`config.mk`:
```
export PLATFORM = sky130hd
export DESIGN_NAME = sgb_cell
export DESIGN_NICKNAME = d
export VERILOG_FILES = /design/src/design/assert_macros.svh /design/src/design/sgb_pkg.sv /design/src/design/sgb_cell.sv
export SDC_FILE = /design/constraint.sdc
export NUM_CORES = 1
export LEC_CHECK = 0
export BUFFER_PORTS_ARGS = -buffer_cell sky130_fd_sc_hd__clkbuf_2
export CORE_MARGIN = 5
export CORE_UTILIZATION = 54
export DETAILED_ROUTE_END_ITERATION = 8
export PLACE_DENSITY = 0.8
export REMOVE_ABC_BUFFERS = 1
export SLEW_MARGIN = 20
export SYNTH_ARGS = -nofsm -noshare
export SYNTH_HDL_FRONTEND = slang
export SYNTH_SLANG_ARGS = --single-unit
```
`constraint.sdc`:
```
create_clock -name clk -period 5.5 [get_ports clk]
set_clock_uncertainty 0.15 [all_clocks]
set_input_delay 0.55 -clock clk [delete_from_list [all_inputs] [get_ports clk]]
set_output_delay 0.55 -clock clk [all_outputs]
set_load 0.02 [all_outputs]
```
`src/design/assert_macros.svh`:
```
// assertion macros shared by the smoothing filter rtl
`ifndef ASSERT_MACROS_SVH
`define ASSERT_MACROS_SVH

// prop holds at every edge
`define SGB_ASSERT_ALWAYS(label, prop) \
    label: assert property (@(posedge clk) disable iff (!rst_n) (prop)) \
        else $error("smoothing filter assertion failed");

// prop holds in the same cycle as cond
`define SGB_ASSERT_IMPL(label, cond, prop) \
    label: assert property (@(posedge clk) disable iff (!rst_n) (cond) |-> (prop)) \
        else $error("smoothing filter assertion failed");

// prop holds in the cycle after cond
`define SGB_ASSERT_NEXT(label, cond, prop) \
    label: assert property (@(posedge clk) disable iff (!rst_n) (cond) |=> (prop)) \
        else $error("smoothing filter assertion failed");

`endif

```
`src/design/sgb_pkg.sv`:
```
// types, constants and coefficient tables of the smoothing filter
`timescale 1ns / 1ps

package sgb_pkg;

    localparam int MAX_WINDOW_DEF  = 31;
    localparam int SAMPLE_BITS_DEF = 16;
    localparam int SUM_GROWTH      = 11;
    localparam int COEF_BITS       = 8;
    localparam int NORM_BITS       = 9;
    localparam int MODE_BITS       = 2;
    localparam int WSIZE_BITS      = 5;
    localparam int PADDR_BITS      = 3;
    localparam int PDATA_BITS      = 32;

    localparam logic [MODE_BITS-1:0]  MODE_NONE   = 2'd0;
    localparam logic [MODE_BITS-1:0]  MODE_BOX    = 2'd1;
    localparam logic [MODE_BITS-1:0]  MODE_SG     = 2'd2;
    localparam logic [WSIZE_BITS-1:0] WSIZE_RESET = 5'd5;

    localparam logic REG_MODE  = 1'b0;
    localparam logic REG_WSIZE = 1'b1;

    localparam logic [WSIZE_BITS-1:0] SG5_SIZE  = 5'd5;
    localparam logic [WSIZE_BITS-1:0] SG7_SIZE  = 5'd7;
    localparam logic [WSIZE_BITS-1:0] SG11_SIZE = 5'd11;
    localparam logic [NORM_BITS-1:0]  SG5_NORM  = 9'd35;
    localparam logic [NORM_BITS-1:0]  SG7_NORM  = 9'd21;
    localparam logic [NORM_BITS-1:0]  SG11_NORM = 9'd429;

    localparam logic signed [COEF_BITS-1:0] SG5_W [5] =
        '{-8'sd3, 8'sd12, 8'sd17, 8'sd12, -8'sd3};
    localparam logic signed [COEF_BITS-1:0] SG7_W [7] =
        '{-8'sd2, 8'sd3, 8'sd6, 8'sd7, 8'sd6, 8'sd3, -8'sd2};
    localparam logic signed [COEF_BITS-1:0] SG11_W [11] =
        '{-8'sd36, 8'sd9, 8'sd44, 8'sd69, 8'sd84, 8'sd89,
          8'sd84, 8'sd69, 8'sd44, 8'sd9, -8'sd36};

    typedef struct packed {
        logic [MODE_BITS-1:0]  mode;
        logic [WSIZE_BITS-1:0] wsize;
    } cfg_t;

    typedef struct packed {
        logic busy;
        logic done;
    } dv_status_t;

    typedef enum logic [1:0] {
        ST_IDLE,
        ST_SUM,
        ST_DIV
    } top_state_t;

    typedef enum logic [1:0] {
        DV_IDLE,
        DV_RUN,
        DV_DONE
    } dv_state_t;

    // weight of tap k under the current mode and window size
    function automatic logic signed [COEF_BITS-1:0] coef_of(cfg_t cfg, int k);
        logic signed [COEF_BITS-1:0] c;
        c = '0;
        if (cfg.mode == MODE_BOX)
        begin
            if (k < int'(cfg.wsize))
            begin
                c = COEF_BITS'(1);
            end
        end
        else if (cfg.mode == MODE_SG)
        begin
            unique case (cfg.wsize)
                SG5_SIZE:
                begin
                    if (k < 5)
                    begin
                        c = SG5_W[k[2:0]];
                    end
                end
                SG7_SIZE:
                begin
                    if (k < 7)
                    begin
                        c = SG7_W[k[2:0]];
                    end
                end
                SG11_SIZE:
                begin
                    if (k < 11)
                    begin
                        c = SG11_W[k[3:0]];
                    end
                end
                default:
                begin
                    c = '0;
                end
            endcase
        end
        return c;
    endfunction

endpackage

```
`src/design/sgb_cell.sv`:
```
// one tap cell: holds a delay line sample and adds its weighted share to the passing sum
`timescale 1ns / 1ps

module sgb_cell
    import sgb_pkg::*;
#(
    parameter int SAMPLE_BITS = SAMPLE_BITS_DEF,
    parameter int INDEX = 0,
    localparam int ACC_BITS = SAMPLE_BITS + SUM_GROWTH
)
(
    input  logic                       clk,
    input  logic                       rst_n,
    input  cfg_t                       cfg,
    input  logic                       shift,
    input  logic signed [SAMPLE_BITS-1:0] tap_in,
    output logic signed [SAMPLE_BITS-1:0] tap_out,
    input  logic signed [ACC_BITS-1:0] sum_in,
    input  logic                       sum_valid_in,
    output logic signed [ACC_BITS-1:0] sum_out,
    output logic                       sum_valid_out
);

    logic signed [SAMPLE_BITS-1:0]           tap_reg;
    logic signed [SAMPLE_BITS-1:0]           tap_next;
    logic signed [ACC_BITS-1:0]              sum_reg;
    logic signed [ACC_BITS-1:0]              sum_next;
    logic                                    valid_reg;
    logic signed [COEF_BITS-1:0]             coef;
    logic signed [SAMPLE_BITS+COEF_BITS-1:0] prod;

    always_comb
    begin
        tap_next = shift ? tap_in : tap_reg;
        coef     = coef_of(cfg, INDEX);
        prod     = tap_reg * coef;
        sum_next = sum_in + ACC_BITS'(prod);
    end

    always_ff @(posedge clk or negedge rst_n)
    begin
        if (!rst_n)
        begin
            tap_reg   <= '0;
            valid_reg <= 1'b0;
        end
        else
        begin
            tap_reg   <= tap_next;
            valid_reg <= sum_valid_in;
        end
    end

    always_ff @(posedge clk)
    begin
        sum_reg <= sum_next;
    end

    assign tap_out       = tap_reg;
    assign sum_out       = sum_reg;
    assign sum_valid_out = valid_reg;

endmodule

```
* Word-level counts from Yosys, hierarchy flattened
Index checks and enable logic that the tools add are counted.
** Word-level totals
- Bits of input ports :: 54
- Bits in registers :: 44
- Word-level logic and storage cells :: 15
** Operators by class
- Equal/unequal tests :: 5
- Muxes and demuxes :: 4
- $lt $le $gt $ge :: 1
- Multiply operators :: 1
- $add $sub $neg :: 1
** Operator list (number)
- 27-bit by 24-bit adder with 27-bit output :: 1
- 16-bit by 8-bit multiplier with 24-bit output :: 1
- 8-bit case mux with 3 select lines :: 1
- 8-bit two-way mux :: 2
- 5-bit by 3-bit == test with 1-bit output (second input constant) :: 2
- 5-bit by 4-bit == test with 1-bit output (second input constant) :: 1
- 1-bit by 5-bit less-than comparator with 1-bit output (first input constant) :: 1
- 2-bit by 1-bit == test with 1-bit output (second input constant) :: 1
- 2-bit == test (second input constant) :: 1
- 1-bit two-way mux :: 1

* Longest topological paths before layout
- Depth in word-level cells :: 6
- Depth in mapped cells :: 25
- Depth with buffers taken out :: 24

* Worst setup path before layout
No wires, ideal clock.
- Path kind :: input -> register
- Start :: input port cfg[6] in the netlist's numbering
- End :: register sum_reg[25] (netlist: sum_out[25])
- Slack :: -0.690 ns
- Library setup time :: 0.122 ns
- Data arrival time :: 5.918 ns
- Required time :: 5.228 ns
- Cell stages on the path :: 23
- Buffers on the path :: 2
- Path through :: nor2b_1 > nand2_1 > a211oi_1 > clkbuf_1 > clkbuf_1 > and2_1 > fa_1 > inv_1 > fa_1 > inv_1 > fa_1 > fa_1 > inv_1 > fa_1 > inv_1 > ha_1 > o21a_1 > a21oi_2 > a21oi_2 > a221o_2 > a21oi_4 > a21oi_2 > a311o_1
** Between the ends
- Word-level cells in the longest chain between the ends :: 5
** RTL lines
- from (decl) :: RTL line sgb_cell.sv:14 : input cfg_t cfg,
- 2-bit == test :: RTL line sgb_pkg.sv:72 : else if (cfg.mode == MODE_SG)
- 8-bit two-way mux :: RTL line sgb_pkg.sv:72
- 8-bit two-way mux * :: RTL line sgb_pkg.sv:65 : if (cfg.mode == MODE_BOX)
- 16-bit by 8-bit multiplier with 24-bit output * :: RTL line sgb_cell.sv:36 : prod = tap_reg * coef;
- 27-bit by 24-bit adder with 27-bit output * :: RTL line sgb_cell.sv:37 : sum_next = sum_in + ACC_BITS'(prod);
- net sum_next[25] :: RTL line sgb_cell.sv:27 : logic signed [ACC_BITS-1:0] sum_next;
- to (signal assigned) :: RTL line sgb_cell.sv:56 : sum_reg <= sum_next;
- to (decl) :: RTL line sgb_cell.sv:26 : logic signed [ACC_BITS-1:0] sum_reg;
Mark *: on every way through the listed nets, which the timed path passes. The rest lies on a longest branch.
A chain may end at the register's enable or synchronous reset.

* Worst setup path after layout
Same ends and word-level chain as after synthesis.

==> summary.txt <==
Timing
  • Setup ws final: -0.211 ns
  • RSZ-0062 raised after global routing: yes
  • Worst Tran Pin Value: around 0.44 ns
  • Endpoints failing setup: 10
  • FMAX: about 0.18 GHz
  • Max-slew headroom: a little over two thirds
  • Final worst path period share: 104%
  • Final hold slack: roughly 0.035 ns
  • Fin. Hold Viols: 0
  • Tmin final: 5.71 ns
  • Final Max Tran Viols: 0

Clock tree
  • Max clock buf depth: 2
  • Total CTS buffers: 5
  • H-tree depth: 2
  • Clk slew on worst S/H paths: roughly 0.060 ns
  • Worst-skew pair later-pin latency: roughly 0.29 ns
  • CTS Sinks: 44
  • CTS tree: yes
  • CTS Root Cell: clkbuf_16
  • Hold Buf Count CTS: 0

Place
  • Dpl ws: -0.755 ns
  • Placed insts: between 900 and 1000
  • Port bufs: 97
  • Post-DP HPWL: around 13000 µm
  • RePlAce Congestion: about 0.9

Synthesis
  • Post-Synthesis Cells: a little under 600
  • Ys async rst share: around two fifths
  • EDFF count, synth: 0
  • Post-Syn Area per Cell: between 10 and 15 µm²
  • Seq cells post-synth: 44
  • Most common cell in the netlist: fa_1
  • Unique masters post-synth: 47
  • Synth top area share: between 40% and 50%
  • Seq/Total Area, Yosys: between 10% and 20%
  • Synth top cells by count: fa_1 (133), inv_1 (103), ha_1 (63)
  • Largest area contributor in the netlist: fa_1
  • Synth area leaders: fa_1 (42%), ha_1 (12%), dfxtp_1 (8.5%)
  • Dominant synthesized flop cell: dfxtp_1
  • Mapped cell area: around 6400 µm²
  • Yosys Warn Count: 0

Global routing
  • First-pass GRT wire length: between 20000 and 30000 µm
  • Vias in the first global route: between 5000 and 6000
  • Gr ovfl total: 0
  • GRT Total Usage: around 22%
  • Pin count of the biggest net entering global routing: 20
  • Initial antenna violation count: 0

Status
  • Outcome: finished with violations
  • Failing checks: negative setup slack

Setup path
  • Critical path data required time: between 5 and 6 ns
  • Slowest-stage cell, CP: fa_1
  • CP Cell Sequence: buf_6, nor2b_4, nand2_4, buf_12, a211oi_4, buf_6, buf_6, buf_4, buf_4, and2_1, buf_4, fa_1, fa_1, ha_1, fa_1, ha_4, ha_1, a211o_1, a21oi_2, a21oi_2, a221o_2, a21oi_4, a21oi_2, a311o_1
  • Worst setup SP type: input pin
  • CP peak stage delay: 0.59 ns
  • Crit end category: register
  • Crit-path max FO: 6
  • Arr. time, crit path: between 5 and 6 ns
  • Worst Setup Path Type: in2reg
  • Worst reg-to-reg setup slack: around 0.27 ns

Cells and area
  • Area grow syn2layout: 29.8%
  • Non-Filler Instances: between 900 and 1000
  • Nets: roughly 1000
  • Share of layout cells above drive strength 1: ~36%
  • Antenna Cells: 0

Run
  • Maximum Capacitance Violations: 0

Die
  • DIE AREA: about 14000 µm²
  • Row count: 39
  • Initial Util: 55.3%
  • Core area: ~12000 µm²
  • DIE HEIGHT: around 120 µm
  • Overall die width: between 100 and 150 µm
  • IO Pins: 98

Routing
  • DRC violations left: 0
  • WL final: around 16000 µm
  • Vias: 4911
  • Wire per inst: 17.0 µm
  • Final ANT Viol Nets: 0
  • Vias per cell: between 5 and 6
  • Violation count after the first detailed-route iteration: approximately 230
  • First-pass DRT Iterations: 4

Worst hold path
  • Hold Path Class: in2async

Pwr
  • Leak: 4.52 nW
  • Final Power: 0.00168 W
  • PD cells: 203 nW/µm²
  • Peak supply drop: 177 µV
layer usage:
metal	track usage (%)	up-vias	part of all wire (%)
li1	-	2237	-
met1	25.3	2532	37
met2	42.6	115	57
met3	3.92	27	3.9
met4	7.24	0	2.5
met5	0	-	0
logic make-up after synthesis:
group / share of synthesized area, %
xor+xnor: 3.85
buf+inv: 6.83
mux: 2.65
simple gates: 9.86
fa+ha+maj: 54.2
flops: 15.2
compound gates: 7.50
worst max-delay path, delay by kind of cell:
kind,cells,cell delay (ns)
adders and majority gates,6,2.37
buffers and inverters,7,0.82
and+or+nand+nor,3,0.37
AOI/OAI and AO/OA,8,1.63
where the power goes:
group	internal, W	leakage, nW	total [W]	switching (W)
sequential	0.000409	0.427	0.000452	0.0000434
clock	0.000166	0.0640	0.000284	0.000118
combinational	0.000425	4.03	0.000944	0.000519
layout by cell type, fill, tap and decap left out, types with 3 or more instances in the layout:
master     Yosys  routed
a211oi_2       0       3
a21o_1         9       9
a21oi_1       12       9
a21oi_2        3       6
and2_1        35      29
and2_4         0       4
and3_1         4       4
buf_4          0      89
buf_6          0      11
clkbuf_16      0       5
clkbuf_2       0      95
dfrtp_1       17      17
dfxtp_1       27      27
fa_1         133     130
fa_2           0       3
ha_1          63      55
ha_4           0       7
inv_1        103      99
inv_2          1       4
mux2_2        15      15
nand2_1       41      34
nand2_2        0       5
nand2b_1       5       5
nor2_1        27      25
o211ai_1       3       3
o21a_1         7       7
o21ai_0        7       6
o21bai_1       3       3
xnor2_1       18      16
xor2_1        10      10
path summary, 6_finish.rpt:
check | startpoint | endpoint | depth (start not counted)
min | rst_n | tap_out[0] | 1
max in group asynchronous | rst_n | tap_out[5] | 1
min reg2reg | tap_out[13] | tap_out[13] | 1
min in group clk | sum_valid_in | sum_valid_out | 1
max | cfg[6] | sum_out[25] | 24
max reg2reg | tap_out[6] | sum_out[25] | 14
flip-flops by register name, indices dropped and copies added (netlist names):
register       cells
sum_out           27
sum_valid_out      1
tap_out           16
layout make-up:
class	instances	area (µm²)
inverters	104	393
fillers	786	3240
repair buffers	200	1340
well taps	143	179
flip-flops and latches	44	966
multi-input cells	430	5260
clock buffers	7	133
timing repair:
item,CTS,global route
gates cloned,1,0
setup endpoints to repair,12,13
buffers inserted,7,10
gates resized for setup,41,36
pin swaps,37,35
metrics by stage:
stage	cell area (µm²)	setup TNS, ns	util, %
after floorplan	6330	-21.33	-
after global placement	7660	-6.02	66.5
after detailed placement	7660	-7.77	66.5
after CTS	8050	-0.252	69.9
after global routing	8270	-3.63	71.8
final	8270	-1.28	71.8
No activity file was read; power rests on OpenSTA's default activity.
