`src/design/assert_macros.svh`:
```
// assertion macros shared by the smoothing filter rtl
`ifndef ASSERT_MACROS_SVH
`define ASSERT_MACROS_SVH

// prop holds at every edge
`define SGB_ASSERT_ALWAYS(label, prop) \
    label: assert property (@(posedge clk) disable iff (!rst_n) (prop)) \
        else $error("smoothing filter assertion failed");

// prop holds in the same cycle as cond
`define SGB_ASSERT_IMPL(label, cond, prop) \
    label: assert property (@(posedge clk) disable iff (!rst_n) (cond) |-> (prop)) \
        else $error("smoothing filter assertion failed");

// prop holds in the cycle after cond
`define SGB_ASSERT_NEXT(label, cond, prop) \
    label: assert property (@(posedge clk) disable iff (!rst_n) (cond) |=> (prop)) \
        else $error("smoothing filter assertion failed");

`endif

```
`src/design/sgb_pkg.sv`:
```
// types, constants and coefficient tables of the smoothing filter
`timescale 1ns / 1ps

package sgb_pkg;

    localparam int MAX_WINDOW_DEF  = 31;
    localparam int SAMPLE_BITS_DEF = 16;
    localparam int SUM_GROWTH      = 11;
    localparam int COEF_BITS       = 8;
    localparam int NORM_BITS       = 9;
    localparam int MODE_BITS       = 2;
    localparam int WSIZE_BITS      = 5;
    localparam int PADDR_BITS      = 3;
    localparam int PDATA_BITS      = 32;

    localparam logic [MODE_BITS-1:0]  MODE_NONE   = 2'd0;
    localparam logic [MODE_BITS-1:0]  MODE_BOX    = 2'd1;
    localparam logic [MODE_BITS-1:0]  MODE_SG     = 2'd2;
    localparam logic [WSIZE_BITS-1:0] WSIZE_RESET = 5'd5;

    localparam logic REG_MODE  = 1'b0;
    localparam logic REG_WSIZE = 1'b1;

    localparam logic [WSIZE_BITS-1:0] SG5_SIZE  = 5'd5;
    localparam logic [WSIZE_BITS-1:0] SG7_SIZE  = 5'd7;
    localparam logic [WSIZE_BITS-1:0] SG11_SIZE = 5'd11;
    localparam logic [NORM_BITS-1:0]  SG5_NORM  = 9'd35;
    localparam logic [NORM_BITS-1:0]  SG7_NORM  = 9'd21;
    localparam logic [NORM_BITS-1:0]  SG11_NORM = 9'd429;

    localparam logic signed [COEF_BITS-1:0] SG5_W [5] =
        '{-8'sd3, 8'sd12, 8'sd17, 8'sd12, -8'sd3};
    localparam logic signed [COEF_BITS-1:0] SG7_W [7] =
        '{-8'sd2, 8'sd3, 8'sd6, 8'sd7, 8'sd6, 8'sd3, -8'sd2};
    localparam logic signed [COEF_BITS-1:0] SG11_W [11] =
        '{-8'sd36, 8'sd9, 8'sd44, 8'sd69, 8'sd84, 8'sd89,
          8'sd84, 8'sd69, 8'sd44, 8'sd9, -8'sd36};

    typedef struct packed {
        logic [MODE_BITS-1:0]  mode;
        logic [WSIZE_BITS-1:0] wsize;
    } cfg_t;

    typedef struct packed {
        logic busy;
        logic done;
    } dv_status_t;

    typedef enum logic [1:0] {
        ST_IDLE,
        ST_SUM,
        ST_DIV
    } top_state_t;

    typedef enum logic [1:0] {
        DV_IDLE,
        DV_RUN,
        DV_DONE
    } dv_state_t;

    // weight of tap k under the current mode and window size
    function automatic logic signed [COEF_BITS-1:0] coef_of(cfg_t cfg, int k);
        logic signed [COEF_BITS-1:0] c;
        c = '0;
        if (cfg.mode == MODE_BOX)
        begin
            if (k < int'(cfg.wsize))
            begin
                c = COEF_BITS'(1);
            end
        end
        else if (cfg.mode == MODE_SG)
        begin
            unique case (cfg.wsize)
                SG5_SIZE:
                begin
                    if (k < 5)
                    begin
                        c = SG5_W[k[2:0]];
                    end
                end
                SG7_SIZE:
                begin
                    if (k < 7)
                    begin
                        c = SG7_W[k[2:0]];
                    end
                end
                SG11_SIZE:
                begin
                    if (k < 11)
                    begin
                        c = SG11_W[k[3:0]];
                    end
                end
                default:
                begin
                    c = '0;
                end
            endcase
        end
        return c;
    endfunction

endpackage

```
`src/design/sgb_div.sv`:
```
// restoring divider that rounds the weighted sum by the norm and saturates it
`timescale 1ns / 1ps

module sgb_div
    import sgb_pkg::*;
#(
    parameter int SAMPLE_BITS = SAMPLE_BITS_DEF,
    localparam int ACC_BITS = SAMPLE_BITS + SUM_GROWTH
)
(
    input  logic                       clk,
    input  logic                       rst_n,
    input  logic                       start,
    input  logic                       take,
    input  logic signed [ACC_BITS-1:0] acc,
    input  logic [NORM_BITS-1:0]       norm,
    output dv_status_t                 status,
    output logic [SAMPLE_BITS-1:0]     y
);

    localparam int NUM_BITS = ACC_BITS + 2;
    localparam int DEN_BITS = NORM_BITS + 1;
    localparam int CNT_BITS = $clog2(NUM_BITS + 1);
    localparam logic [NUM_BITS-1:0] Q_POS =
        NUM_BITS'((64'd1 << (SAMPLE_BITS - 1)) - 64'd1);
    localparam logic [NUM_BITS-1:0] Q_NEG = NUM_BITS'(64'd1 << (SAMPLE_BITS - 1));
    localparam logic [SAMPLE_BITS-1:0] Y_MAX = SAMPLE_BITS'(Q_POS);
    localparam logic [SAMPLE_BITS-1:0] Y_MIN = SAMPLE_BITS'(Q_NEG);

    dv_state_t             state_reg;
    dv_state_t             state_next;
    logic [NUM_BITS-1:0]   num_reg;
    logic [NUM_BITS-1:0]   num_next;
    logic [DEN_BITS-1:0]   rem_reg;
    logic [DEN_BITS-1:0]   rem_next;
    logic [DEN_BITS-1:0]   den_reg;
    logic [DEN_BITS-1:0]   den_next;
    logic [CNT_BITS-1:0]   cnt_reg;
    logic [CNT_BITS-1:0]   cnt_next;
    logic                  neg_reg;
    logic                  neg_next;

    logic [NUM_BITS-1:0]   n;
    logic [NUM_BITS-1:0]   mag;
    logic [DEN_BITS-1:0]   den2;
    logic [DEN_BITS:0]     trial;
    logic [DEN_BITS:0]     diff;
    logic                  ge;

    // floor((2*acc + norm) / (2*norm)) on the magnitude
    always_comb
    begin
        n     = (NUM_BITS'(acc) << 1) + NUM_BITS'(norm);
        den2  = {norm, 1'b0};
        mag   = n[NUM_BITS-1] ? (~n + NUM_BITS'(den2)) : n;
        trial = {rem_reg, num_reg[NUM_BITS-1]};
        diff  = trial - {1'b0, den_reg};
        ge    = trial >= {1'b0, den_reg};
    end

    always_comb
    begin
        state_next = state_reg;
        unique case (state_reg)
            DV_IDLE:
            begin
                if (start)
                begin
                    state_next = DV_RUN;
                end
            end
            DV_RUN:
            begin
                if (cnt_reg == CNT_BITS'(1))
                begin
                    state_next = DV_DONE;
                end
            end
            DV_DONE:
            begin
                if (take)
                begin
                    state_next = DV_IDLE;
                end
            end
            default:
            begin
                state_next = DV_IDLE;
            end
        endcase
    end

    always_comb
    begin
        num_next = num_reg;
        rem_next = rem_reg;
        den_next = den_reg;
        cnt_next = cnt_reg;
        neg_next = neg_reg;
        if (state_reg == DV_IDLE && start)
        begin
            num_next = mag;
            rem_next = '0;
            den_next = den2;
            cnt_next = CNT_BITS'(NUM_BITS);
            neg_next = n[NUM_BITS-1];
        end
        else if (state_reg == DV_RUN)
        begin
            num_next = {num_reg[NUM_BITS-2:0], ge};
            rem_next = ge ? diff[DEN_BITS-1:0] : trial[DEN_BITS-1:0];
            cnt_next = cnt_reg - CNT_BITS'(1);
        end
        status.busy = (state_reg == DV_RUN);
        status.done = (state_reg == DV_DONE);
        if (neg_reg)
        begin
            y = (num_reg > Q_NEG) ? Y_MIN : -num_reg[SAMPLE_BITS-1:0];
        end
        else
        begin
            y = (num_reg > Q_POS) ? Y_MAX : num_reg[SAMPLE_BITS-1:0];
        end
    end

    always_ff @(posedge clk or negedge rst_n)
    begin
        if (!rst_n)
        begin
            state_reg <= DV_IDLE;
            cnt_reg   <= '0;
        end
        else
        begin
            state_reg <= state_next;
            cnt_reg   <= cnt_next;
        end
    end

    always_ff @(posedge clk)
    begin
        num_reg <= num_next;
        rem_reg <= rem_next;
        den_reg <= den_next;
        neg_reg <= neg_next;
    end

endmodule

```
`config.mk`:
```
export PLATFORM = sky130hd
export DESIGN_NAME = sgb_div
export DESIGN_NICKNAME = d
export VERILOG_FILES = /design/src/design/assert_macros.svh /design/src/design/sgb_pkg.sv /design/src/design/sgb_div.sv
export SDC_FILE = /design/constraint.sdc
export NUM_CORES = 1
export LEC_CHECK = 0
export BUFFER_PORTS_ARGS = -buffer_cell sky130_fd_sc_hd__buf_4
export CORE_MARGIN = 2
export CORE_UTILIZATION = 28
export CTS_CLUSTER_SIZE = 10
export DETAILED_ROUTE_END_ITERATION = 6
export PLACE_DENSITY = 0.45
export SLEW_MARGIN = 5
export SYNTH_ARGS = -nofsm -noshare
export SYNTH_HDL_FRONTEND = slang
export SYNTH_SLANG_ARGS = --single-unit
```
`constraint.sdc`:
```
create_clock -name clk -period 2.44 [get_ports clk]
set_input_delay 0.122 -clock clk [delete_from_list [all_inputs] [get_ports clk]]
set_output_delay 0.122 -clock clk [all_outputs]
set_load 0.02 [all_outputs]
```
# Word-level counts from Yosys, hierarchy flattened
# Cells that the tools add are included.
# word_totals
regBits	56
output_inout_bits	18
wordCells	38
# op_classes
addsub	5
magnitude_cmp	3
eq_ne	6
mux	13
bitwise	1
n_reduce_logical	4
# op_table
cell	count
$mux W29	3
$mux W16	3
$add A28 B10 Y29	1
$add A29 B10 Y29	1
$gt A29 B15 Y1 const B	1
$gt A29 B16 Y1 const B	1
$not A29 Y29	1
$neg A16 Y16	1
$ge A11 B10 Y1	1
$mux W10	1
$mux W5	2
$sub A10 B10 Y10	1
$mux W2	3
$pmux W2 S3	1
$eq A5 B1 Y1 const B	1
$sub A5 B1 Y5 const B	1
$ne A2 B2 Y1 const B	2
$reduce_and A3 Y1	1
$eq A2 B1 Y1 const B	1
$eq A2 B2 Y1 const B	1
$logic_not A2 Y1	1
$ne A2 B1 Y1 const B	1
$reduce_bool A2 Y1	1
$logic_and A1 B1 Y1	1

# Logic depth before layout (Yosys ltp)
# logic_depth
ltp_word	5
ltp_mapped	14
mapped_depth_nobuf	14

# Worst setup path before layout
# OpenSTA, ideal clock, no wires.
# synth_path
kind	input-to-reg
start	input port acc[0]
end	register num_reg[23], data pin
arrival_ps	3018
required_time_ps	2172
setup_slack_ps	-846
cell_stages	14
n_path_buf	0
path_cell_list	ha_1 fa_1 a21o_1 a21oi_1 xor2_1 ha_1 o21a_1 o31ai_1 a2111oi_1 a2111oi_4 a21oi_4 nand4_1 a21oi_1 o31ai_2
# synth_between
elab_chain_len	5
# synth_rtl
element	line	rtl
start, declared	sgb_div.sv:15	input logic signed [ACC_BITS-1:0] acc,
$add A28 B10 Y29 (*)	sgb_div.sv:53	n = (NUM_BITS'(acc) << 1) + NUM_BITS'(norm);
$not A29 Y29	sgb_div.sv:55	mag = n[NUM_BITS-1] ? (~n + NUM_BITS'(den2)) : n;
$add A29 B10 Y29	sgb_div.sv:55	
$mux W29 (*)	sgb_div.sv:55	
$mux W29 (*)	sgb_div.sv:100	if (state_reg == DV_IDLE && start)
via num_next[23]	sgb_div.sv:33	logic [NUM_BITS-1:0] num_next;
end signal, assigned	sgb_div.sv:142	num_reg <= num_next;
end, declared	sgb_div.sv:32	logic [NUM_BITS-1:0] num_reg;
# Mark *: on every way through the listed nets, which the timed path passes. The rest lies on a longest branch.
# A chain may end at the register's enable or synchronous reset.

# Final worst setup path
# layout_path
start	input port norm[1]
end	register num_reg[25], data pin
# layout_between
elab_chain_len	5
# layout_rtl
element	line	rtl
start, declared	sgb_div.sv:16	input logic [NORM_BITS-1:0] norm,
$add A28 B10 Y29	sgb_div.sv:53	
$not A29 Y29	sgb_div.sv:55	
$add A29 B10 Y29	sgb_div.sv:55	
$mux W29 (*)	sgb_div.sv:55	
$mux W29 (*)	sgb_div.sv:100	
via num_next[25]	sgb_div.sv:33	
# Marked as above.

==> flow_summary.json <==
{
  "ir_drop_uv": 362,
  "fmax_ghz": 0.338,
  "p_total_uw": 6900,
  "synth-seq-cells": 56,
  "cpMaxStageDelayCell": "ha_1",
  "antenna_found_initial": 0,
  "vias": 5290,
  "power.leakage_uw": 0.00336,
  "path_clk_slew_ns": 0.08,
  "synth_compound_area_frac": 0.241,
  "worstPathArrival_ns": 3.01,
  "initialDrtViolationCount": 211,
  "num_rows": 49,
  "fin_crit_sh": 1.21,
  "finalCriticalPeriod_ns": 2.96,
  "syn_inst": 620,
  "synth_top_family_by_area": "compound AO/OA/AOI/OAI gates",
  "critical_path_required_ns": 2.49,
  "path_class": "in2reg",
  "htree_levels": 2,
  "muxShareOfSynthArea": 0.0196,
  "async_reset_ff_frac": 0.125,
  "syn2layout_area_growth_pct": 58.1,
  "startpoint_type": "primary input",
  "core_region_area_um2": 18100,
  "dieArea_um2": 19600,
  "layout_commonest_cell": "buf_4",
  "grt_pass1_wl_um": 25500,
  "fin_tns_setup_ns": -12.72,
  "clk_latency_ns": 0.30,
  "cp-end-kind": "register",
  "yosysUniqueCellTypes": 80,
  "power.density_nw_per_um2": 843,
  "whs_ns": 0.0329,
  "hold_viol_final": 0,
  "drc": 5,
  "cts.path.max_buffers": 2,
  "initial_core_util": 0.286,
  "hold_start": "norm[0]",
  "worstPathMaxFanout": 8,
  "seq_area_frac_synth": 0.299,
  "min_path_type": "in2reg",
  "violations": "design-rule violations, negative setup slack",
  "drt-pass1-iter-count": 7,
  "max_slew.worst_pin.slew_ns": 0.471,
  "setup_ws_ns": -0.521,
  "clock-skew-final_ns": 0.00930,
  "via_per_inst": 4.98,
  "maxCapViolCount": 0,
  "track_usage": 0.156,
  "whs_endpoint": "den_reg[1]",
  "slowest_delay_ns": 0.38,
  "worstPathCellList": "buf_8 -> ha_4 -> buf_4 -> a21o_1 -> a21oi_2 -> xor2_1 -> ha_1 -> o21a_1 -> o31ai_4 -> a2111oi_4 -> a2111oi_4 -> a21oi_4 -> buf_4 -> o2111ai_1 -> mux2i_1 -> a21oi_1",
  "dp_hpwl_um": 12400,
  "slew-limit-headroom": 0.682,
  "rsz0062_at_grt": "true",
  "wl_per_cell_um": 14.6,
  "synth_fa_ha_area_frac": 0.0816,
  "synth-simple-area-share": 0.217,
  "grt_max_degree": 62,
  "synth_edf_count": 39,
  "slew_violations": 0,
  "fp.dieH_um": 140,
  "numCtsBuffers": 5,
  "fillers": 1739,
  "r2r_end": "rem_reg[9]",
  "antenna_cells": 0,
  "setup_violations": 38,
  "ios": 58,
  "placement.io_buffers": 57,
  "r2r_setup_slack_ns": 0.13,
  "status": "complete, but fails checks",
  "min_path_cells": 1,
  "fin_util": 0.453,
  "synth_nets": 692,
  "largest_register_ffs": 29,
  "nNetsFinal": 905,
  "die_w_um": 140,
  "yosys_warnings": 0,
  "grt_pass1_vias": 5093,
  "grt.overflow.total": 0,
  "avgSynthCellArea_um2": 8.35,
  "syn-cell-area_um2": 5180,
  "cts.sinks": 56,
  "ant_nets": 0,
  "cts_tree": "done",
  "synth_flop_cell": "edfxtp_1",
  "drive_above_1_share": 0.439,
  "routabilityCongestion": 0.827,
  "reg2reg_from": "den_reg[1]",
  "yosys.area_share.xor_xnor": 0.0913,
  "root_buffer": "clkbuf_16",
  "drt_wl_total_um": 15500,
  "ff2ff_path_depth": 10,
  "layout_common_cells": "buf_4 (200), nand2_1 (78), edfxtp_1 (39)"
}
## worst max-delay path by stage
stage                     startpoint           to  slack, ns  cells after the start
after floorplan               acc[0]  num_reg[25]      -0.59                     14
after global placement       norm[1]  num_reg[25]      -0.87                     15
after detailed placement     norm[1]  num_reg[25]      -0.91                     15
after CTS                    norm[1]  num_reg[25]      -0.53                     15
after global routing         norm[1]  num_reg[23]      -0.74                     15
final                        norm[1]  num_reg[25]      -0.52                     16
## report_power, final
group	switching, µW	leakage [µW]	internal, µW	total [µW]
clock	342	0.0000702	383	725
sequential	366	0.000560	1580	1950
combinational	2110	0.00273	2120	4230
total	2820	0.00336	4080	6900
## cell type report
type,count,area (µm²),area share
flip-flops and latches,56,1550,0.189
repair buffers,235,1970,0.240
multi-input cells,501,4110,0.502
inverters,34,133,0.0162
well taps,229,287,0.0350
clock buffers,5,125,0.0153
clock inverters,3,21.3,0.00260
## critical path, delay by kind of cell
family	cells	cell delay, ns
compound gates	9	1.55
buf+inv	3	0.41
mux	1	0.15
fa+ha+maj	2	0.54
xor+xnor	1	0.24
## through the flow
| stage | area (µm²) | worst slack (ns) | std cells |
|---|---|---|---|
| 4_1_cts | 7800 | -0.533 | 1051 |
| 3_5_place_dp | 7280 | -0.911 | 1019 |
| 6_report | 8190 | -0.521 | 1063 |
| 3_3_place_gp | 7280 | -0.872 | 1019 |
| 2_1_floorplan | 5570 | -0.587 | 620 |
| 5_1_grt | 8190 | -0.738 | 1063 |
## what timing repair did
item                       in CTS  in global routing
gates resized for setup        63                 68
gates cloned                    2                  0
hold endpoints to repair        7                  0
setup endpoints to repair      46                 51
hold buffers                    1                  0
pin swaps                      46                 35
buffers inserted               22                 14
## layer usage
metal / GRT usage / routed length (µm)
met1: 0.224 / 7850
met5: 0 / 0
met4: 0.0383 / 175
met2: 0.253 / 7180
met3: 0.0130 / 329
## Yosys cell counts (4+ instances only)
| master | instances | area (µm²) |
|---|---|---|
| a211oi_1 | 6 | 45.0 |
| a21o_1 | 6 | 45.0 |
| a21oi_1 | 26 | 130 |
| a31oi_1 | 6 | 37.5 |
| a41oi_1 | 6 | 52.6 |
| and3_1 | 7 | 43.8 |
| buf_2 | 5 | 25.0 |
| clkbuf_1 | 18 | 67.6 |
| dfrtp_1 | 7 | 175 |
| dfxtp_1 | 10 | 200 |
| edfxtp_1 | 39 | 1170 |
| ha_1 | 29 | 363 |
| inv_1 | 32 | 120 |
| mux2i_1 | 9 | 90.1 |
| nand2_1 | 84 | 315 |
| nand2b_1 | 4 | 25.0 |
| nand3_1 | 13 | 65.1 |
| nand4_1 | 12 | 75.1 |
| nor2_1 | 39 | 146 |
| nor2b_1 | 6 | 37.5 |
| nor3_1 | 23 | 115 |
| nor4_1 | 9 | 56.3 |
| o211ai_1 | 7 | 52.6 |
| o21a_1 | 6 | 45.0 |
| o21ai_0 | 47 | 235 |
| o21ai_1 | 12 | 60.1 |
| o311ai_0 | 10 | 87.6 |
| o31ai_1 | 6 | 45.0 |
| or3_1 | 9 | 56.3 |
| xnor2_1 | 31 | 272 |
| xor2_1 | 23 | 201 |
## cells by family (layout without fill, tap and decap cells)
family	count (synthesis)	after routing
and+or+nand+nor	229	229
AOI/OAI and AO/OA	176	176
buffers and inverters	63	277
DFF	56	56
xor gates and xnor gates	54	54
adders and majority gates	32	32
muxes	10	10
(Power assumes the default switching activity.)
